--- src/hw/rtl/timestamp_ordered_queue_unit_assert.svh ---
// Assertion macros for the queue RTL.
// Each macro checks on the rising edge of clk_i and is disabled while rst_ni is low.
`ifndef TIMESTAMP_ORDERED_QUEUE_UNIT_ASSERT_SVH
`define TIMESTAMP_ORDERED_QUEUE_UNIT_ASSERT_SVH

// The consequent must hold in the same cycle as the antecedent.
`define TSQ_ASSERT_IMPL(lbl, ante, cons) \
  lbl: assert property (@(posedge clk_i) disable iff (!rst_ni) (ante) |-> (cons)) \
    else $error("assertion failed in timestamp queue");

// The consequent must hold in the cycle after the antecedent.
`define TSQ_ASSERT_NEXT(lbl, ante, cons) \
  lbl: assert property (@(posedge clk_i) disable iff (!rst_ni) (ante) |=> (cons)) \
    else $error("assertion failed in timestamp queue");

`endif

--- src/hw/rtl/tsq_pkg.sv ---
`default_nettype none

package tsq_pkg;

  localparam int unsigned QueueDepthDef = 16;
  localparam int unsigned SecW          = 32;
  localparam int unsigned NsecW         = 30;
  localparam int unsigned KeyW          = SecW + NsecW;
  localparam int unsigned HandleW       = 32;
  localparam int unsigned StatusW       = 2;
  localparam int unsigned FillW         = 5;
  localparam int unsigned InDataW       = 96;
  localparam int unsigned OutDataW      = 40;

  localparam logic OP_ENQ = 1'b0;
  localparam logic OP_DEQ = 1'b1;

  localparam logic [StatusW-1:0] ST_OK    = 2'd0;
  localparam logic [StatusW-1:0] ST_FULL  = 2'd1;
  localparam logic [StatusW-1:0] ST_EMPTY = 2'd2;

  // Command broadcast to every cell in the chain.
  typedef struct packed {
    logic               enq;
    logic               deq;
    logic [KeyW-1:0]    key;
    logic [HandleW-1:0] handle;
  } cmd_t;

  // What a cell shows to its neighbors.
  typedef struct packed {
    logic               valid;
    logic               later;
    logic [KeyW-1:0]    key;
    logic [HandleW-1:0] handle;
  } entry_t;

endpackage

`default_nettype wire

--- src/hw/rtl/timestamp_ordered_queue_unit.sv ---
// Channel   Direction  Bus           Beat contents
// s_axis    in         tdata [95:0]  time_sec, time_nsec, handle
//                      tuser [0:0]   op
// m_axis    out        tdata [39:0]  out_handle, fill_count
//                      tuser [1:0]   status
//
// One beat is taken per cycle while m_axis is not stalled; its result appears on m_axis in the next cycle.
// Each operation is done by the cell chain: every cell compares its stored key
// against the new key at once, then shifts toward the tail or head.
// rst_ni (asynchronous, active low) empties the queue and the output register.
// A result held on m_axis stalls s_axis only while m_axis_tready is low.

`default_nettype none

module timestamp_ordered_queue_unit #(
  parameter int unsigned QUEUE_DEPTH = tsq_pkg::QueueDepthDef
) (
  input  logic                           clk_i,
  input  logic                           rst_ni,
  input  logic                           s_axis_tvalid,
  output logic                           s_axis_tready,
  // Fields from bit 0 up: time_sec[31:0], time_nsec[61:32], handle[93:62], zero pad.
  input  logic [tsq_pkg::InDataW-1:0]    s_axis_tdata,
  // Fields from bit 0 up: op (0 enqueue, 1 dequeue).
  input  logic                           s_axis_tuser,
  output logic                           m_axis_tvalid,
  input  logic                           m_axis_tready,
  // Fields from bit 0 up: out_handle[31:0], fill_count[36:32], zero pad.
  output logic [tsq_pkg::OutDataW-1:0]   m_axis_tdata,
  // Fields from bit 0 up: status (0 ok, 1 full, 2 empty).
  output logic [tsq_pkg::StatusW-1:0]    m_axis_tuser
);

  localparam int unsigned CntW = $clog2(QUEUE_DEPTH + 1);

  logic                              accept;
  logic                              is_deq;
  logic                              full;
  logic                              empty;
  logic                              empty_deq;
  logic [CntW-1:0]                   count_q, count_d;
  tsq_pkg::cmd_t                     cmd;
  tsq_pkg::entry_t                   cells  [QUEUE_DEPTH];
  tsq_pkg::entry_t                   prev_in[QUEUE_DEPTH];
  tsq_pkg::entry_t                   next_in[QUEUE_DEPTH];
  logic [QUEUE_DEPTH-1:0]            valid_vec;

  logic                              out_valid_q;
  logic [tsq_pkg::StatusW-1:0]       out_status_q, out_status_d;
  logic [tsq_pkg::HandleW-1:0]       out_handle_q, out_handle_d;
  logic [tsq_pkg::FillW-1:0]         out_fill_q;

  // The output register frees up in the same cycle it is drained.
  assign s_axis_tready = !out_valid_q || m_axis_tready;
  assign accept        = s_axis_tvalid && s_axis_tready;
  assign is_deq        = (s_axis_tuser == tsq_pkg::OP_DEQ);
  assign full          = (count_q == CntW'(QUEUE_DEPTH));
  assign empty         = (count_q == '0);
  assign empty_deq     = accept && is_deq && empty;

  // A rejected enqueue or an empty dequeue leaves the chain untouched.
  assign cmd.enq    = accept && !is_deq && !full;
  assign cmd.deq    = accept && is_deq && !empty;
  assign cmd.key    = {s_axis_tdata[31:0], s_axis_tdata[61:32]};
  assign cmd.handle = s_axis_tdata[93:62];

  always_comb begin
    count_d = count_q;
    if (cmd.enq) begin
      count_d = count_q + CntW'(1);
    end else if (cmd.deq) begin
      count_d = count_q - CntW'(1);
    end
  end

  // The head sees a virtual valid entry that is never later, so it only takes
  // the new key; the tail sees an empty neighbor when the queue shifts forward.
  genvar gi;
  generate
    for (gi = 0; gi < QUEUE_DEPTH; gi++) begin : g_cell
      if (gi == 0) begin : g_head
        assign prev_in[gi] = '{valid: 1'b1, later: 1'b0, key: '0, handle: '0};
      end else begin : g_mid
        assign prev_in[gi] = cells[gi-1];
      end
      if (gi == QUEUE_DEPTH - 1) begin : g_tail
        assign next_in[gi] = '{valid: 1'b0, later: 1'b1, key: '0, handle: '0};
      end else begin : g_body
        assign next_in[gi] = cells[gi+1];
      end

      tsq_cell u_cell (
        .clk_i  (clk_i),
        .rst_ni (rst_ni),
        .cmd_i  (cmd),
        .prev_i (prev_in[gi]),
        .next_i (next_in[gi]),
        .cell_o (cells[gi])
      );

      assign valid_vec[gi] = cells[gi].valid;
    end
  endgenerate

  // Result of the beat being accepted; the handle is the head only on a good dequeue.
  always_comb begin
    out_status_d = tsq_pkg::ST_OK;
    out_handle_d = '0;
    if (is_deq) begin
      if (empty) begin
        out_status_d = tsq_pkg::ST_EMPTY;
      end else begin
        out_handle_d = cells[0].handle;
      end
    end else if (full) begin
      out_status_d = tsq_pkg::ST_FULL;
    end
  end

  always_ff @(posedge clk_i or negedge rst_ni) begin
    if (!rst_ni) begin
      count_q     <= '0;
      out_valid_q <= 1'b0;
    end else begin
      count_q <= count_d;
      if (accept) begin
        out_valid_q <= 1'b1;
      end else if (m_axis_tready) begin
        out_valid_q <= 1'b0;
      end
    end
  end

  always_ff @(posedge clk_i) begin
    if (accept) begin
      out_status_q <= out_status_d;
      out_handle_q <= out_handle_d;
      out_fill_q   <= tsq_pkg::FillW'(count_d);
    end
  end

  assign m_axis_tvalid = out_valid_q;
  assign m_axis_tuser  = out_status_q;
  assign m_axis_tdata  = {3'b000, out_fill_q, out_handle_q};

`include "timestamp_ordered_queue_unit_assert.svh"

  // The count never runs past the number of cells.
  `TSQ_ASSERT_IMPL(a_count_bound, 1'b1, count_q <= CntW'(QUEUE_DEPTH))
  // Occupied cells always number exactly the entry count.
  `TSQ_ASSERT_IMPL(a_valid_matches_count, 1'b1, $countones(valid_vec) == 32'(count_q))
  // The head never holds a later key than the cell behind it.
  `TSQ_ASSERT_IMPL(a_head_sorted, cells[1].valid, !(cells[0].key > cells[1].key))
  // A dequeue of an empty queue reports empty with a zero handle.
  `TSQ_ASSERT_NEXT(a_empty_deq, empty_deq, out_status_q == tsq_pkg::ST_EMPTY && out_handle_q == '0)

endmodule

`default_nettype wire

--- src/hw/rtl/tsq_cell.sv ---
`default_nettype none

module tsq_cell (
  input  logic            clk_i,
  input  logic            rst_ni,
  input  tsq_pkg::cmd_t   cmd_i,
  input  tsq_pkg::entry_t prev_i,
  input  tsq_pkg::entry_t next_i,
  output tsq_pkg::entry_t cell_o
);

  logic                        valid_q, valid_d;
  logic [tsq_pkg::KeyW-1:0]    key_q, key_d;
  logic [tsq_pkg::HandleW-1:0] handle_q, handle_d;
  logic                        later;

  // An empty cell counts as later than any key, so a new entry with no later stored key lands behind the last entry.
  assign later = !valid_q || (key_q > cmd_i.key);

  always_comb begin
    valid_d  = valid_q;
    key_d    = key_q;
    handle_d = handle_q;
    if (cmd_i.enq) begin
      valid_d = valid_q | prev_i.valid;
      if (prev_i.later) begin
        key_d    = prev_i.key;
        handle_d = prev_i.handle;
      end else if (later) begin
        key_d    = cmd_i.key;
        handle_d = cmd_i.handle;
      end
    end else if (cmd_i.deq) begin
      valid_d  = next_i.valid;
      key_d    = next_i.key;
      handle_d = next_i.handle;
    end
  end

  always_ff @(posedge clk_i or negedge rst_ni) begin
    if (!rst_ni) begin
      valid_q <= 1'b0;
    end else begin
      valid_q <= valid_d;
    end
  end

  always_ff @(posedge clk_i) begin
    key_q    <= key_d;
    handle_q <= handle_d;
  end

  assign cell_o.valid  = valid_q;
  assign cell_o.later  = later;
  assign cell_o.key    = key_q;
  assign cell_o.handle = handle_q;

endmodule

`default_nettype wire
--- config.mk ---
export PLATFORM = sky130hd
export DESIGN_NAME = timestamp_ordered_queue_unit
export DESIGN_NICKNAME = d
export VERILOG_FILES = /design/src/hw/rtl/tsq_pkg.sv /design/src/hw/rtl/timestamp_ordered_queue_unit.sv /design/src/hw/rtl/tsq_cell.sv
export VERILOG_INCLUDE_DIRS = /design/src /design/src/hw/rtl
export SDC_FILE = /design/constraint.sdc
export NUM_CORES = 2
export LEC_CHECK = 0
export ABC_AREA = 1
export BUFFER_PORTS_ARGS = -buffer_cell sky130_fd_sc_hd__buf_2
export CAP_MARGIN = 20
export CORE_MARGIN = 8
export CORE_UTILIZATION = 55
export DETAILED_ROUTE_END_ITERATION = 8
export PLACE_DENSITY = 0.81
export SETUP_SLACK_MARGIN = 0.1
export SKIP_LAST_GASP = 1
export SYNTH_ARGS = -nofsm -noshare
export SYNTH_HDL_FRONTEND = slang
export SYNTH_HIERARCHICAL = 1
export SYNTH_SLANG_ARGS = --single-unit
--- constraint.sdc ---
create_clock -name clk_i -period 5.13 [get_ports clk_i]
set_input_delay 0.513 -clock clk_i [delete_from_list [all_inputs] [get_ports clk_i]]
set_output_delay 0.513 -clock clk_i [all_outputs]
set_load 0.01 [all_outputs]
==> reports/results.tsv <==
stage	metric	value	unit
placed_design	Setup WS pre-CTS	876	ps
min_path	Hold Path Class	in2reg	
layout	Layout Area Growth over Synthesis	9.49	%
critical_path	worst setup path class	reg2reg	
clock_network	clk sinks	1565	
pwr	Seq pwr share	0.397	
clock_network	H-tree depth	4	
clock_network	clk slew on worst S/H paths	60	ps
status	status	finished, final reports clean	
clock_network	clock buffer count from CTS	175	
logic_synthesis	average cell area after synthesis	7.95	µm²
route	routed vias	96700	
clock_network	TritonCTS clock tree	done	
route	final wirelength	334	mm
placed_design	GP Congestion	0.965	
layout	fillers	16300	
critical_path	Reg2Reg Setup Slack	1080	ps
placed_design	hpwl dp	221	mm
layout	commonest cells after routing, fill and taps aside	2,934 x nand2_1, 1,969 x o21ai_0, 1,781 x nor2_1, 1,543 x edfxtp_1, 1,416 x inv_1	
floorplanning	die footprint	207000	µm²
route	initial drt markers	13800	
route	wire length on met2	145	mm
clock_network	post-CTS sizing	0	
layout	Final Core Density	0.605	
sta	Min Clock Period, post-route	4050	ps
sta	Max-slew headroom	0.202	
critical_path	CP endpoint kind	flip-flop	
route	# DRC	0	
layout	design area	116000	µm²
pwr	maximum vdd drop	0.364	mV
route	drt via density	6.00	
logic_synthesis	YS warnings	6	
pwr	Clock power frac	0.277	
critical_path	crit path DAT	4720	ps
floorplanning	IO Pins	145	
critical_path	startpoint types	flip-flop	
grt	antenna violations before repair	7	
layout	Non-Filler Instances	16100	
sta	clk_skew	62.0	ps
layout	register area	46900	µm²
sta	setup violators final	0	
sta	RSZ-0062 raised after global routing	false	
clock_network	CTS root buf	clkbuf_16	
critical_path	crit-path max FO	68	
pwr	pwr dens	401	nW/µm²
sta	FMAX	247	MHz
sta	fin. max-slew vios	0	
route	routed wl met3	42.5	mm
route	drt pass-1 iters	7	
layout	Layout Nets	14500	
placed_design	Placed Cells incl. Taps	15800	
route	top sig layer	met5	
grt	total track usage	0.310	
placed_design	Post-DP Area	110000	µm²
grt	first-pass GRT wire length	516	mm
layout	area occupied by multi-input gates	51200	µm²
sta	Hold Fails Final Rpt	0	
grt	grt total ovfl	0	
floorplanning	Starting Density	0.552	
clock_network	Post-CTS Hold Buffers	4	
pwr	leakage dissipation	52.6	nW
floorplanning	die height	455	µm
route	WL per Instance	20.7	µm
sta	setup TNS	0	ps
route	Post-DRT Antenna Nets	0	
critical_path	Worst Path Required	5800	ps
sta	Slew @ Worst Pin	1200	ps
pwr	Design Power	46.5	mW
floorplanning	row count	161	
floorplanning	Die X	455	µm
sta	final cycle utilization of the critical path	0.789	
route	met1 WL	127	mm
placed_design	Port Buffer Count	139	
grt	largest net degree at the start of global routing	234	
clock_network	# Post-CTS Setup Buffers	0	
floorplanning	core area	192000	µm²
run	Max-Cap Viols	0	
pwr	sw frac	0.391	
layout	layout cells sized above 1	0.0688	
sta	PnR worst setup slack	1080	ps
layout	commonest non-fill, non-tap cell in the layout	nand2_1	
logic_synthesis	Post-Syn Instances	13300	
pwr	Net Sw Power	18.2	mW
grt	vias in the first global route	93300	
pwr	Internal Power	28.3	mW
logic_synthesis	Netlist Area Pre-Place	106000	µm²
sta	Hold WS	91.4	ps
clock_network	clk buf depth	3	
pwr	Logic pwr share	0.326	
clock_network	clk_lat worst skew	900	ps
==> registers in the layout, summed over array words and instances (netlist names) <==
name                    count
count_q                     5
g_cell.u_cell/handle_q    512
g_cell.u_cell/key_q       992
g_cell.u_cell/valid_q      16
m_axis_tuser                2
m_axis_tvalid               1
out_fill_q                  5
out_handle_q               32
==> layer usage <==
layer | global-route usage | vias up
li1 | - | 44500
met1 | 0.414 | 45000
met2 | 0.476 | 6326
met3 | 0.0662 | 852
met4 | 0.163 | 8
met5 | 0 | -
==> cell type report <==
cell class,count,share of cell area
Clock inverter,109,0.00987
Sequential cell,1565,0.404
Timing Repair Buffer,409,0.0291
Inverter,1513,0.0501
Tap cell,2526,0.0272
Antenna cell,8,0.000172
Multi-Input combinational cell,9784,0.441
Clock buffer,211,0.0393
==> critical path, stage by stage, from the launching register on <==
cell      delay (ps)
edfxtp_1         440
ha_1             330
nand2_1           90
nor2_2           230
inv_1            100
nor2_1           110
nand2_1           60
nand2_1          210
nand2_1           90
nand2_1           70
nand2_1           50
nand2_1           50
nand2_1          210
nand2_4          120
buf_4            410
buf_4            760
o21ai_0          230
o21ai_0          250
==> path summary, 6_finish.rpt <==
| check | to | start | cells past startpoint |
|---|---|---|---|
| max | g_cell[4].u_cell/handle_q[12] | g_cell[3].u_cell/key_q[13] | 17 |
| min | g_cell[1].u_cell/key_q[11] | s_axis_tdata[43] | 3 |
| max reg2reg | g_cell[4].u_cell/handle_q[12] | g_cell[3].u_cell/key_q[13] | 17 |
| min reg2reg | g_cell[14].u_cell/handle_q[8] | g_cell[15].u_cell/handle_q[8] | 2 |
| max in group asynchronous | g_cell[9].u_cell/valid_q | rst_ni | 2 |
| min in group asynchronous | g_cell[1].u_cell/valid_q | rst_ni | 2 |
==> power by group through the flow <==
stage	logic, mW	clock network (mW)	registers [mW]
2_1_floorplan	9.62	0	18.2
3_3_place_gp	14.0	0	18.6
3_5_place_dp	14.5	0	18.7
4_1_cts	14.6	12.9	18.4
5_1_grt	16.4	13.4	18.7
6_report	15.2	12.9	18.5
(Power assumes the default switching activity.)
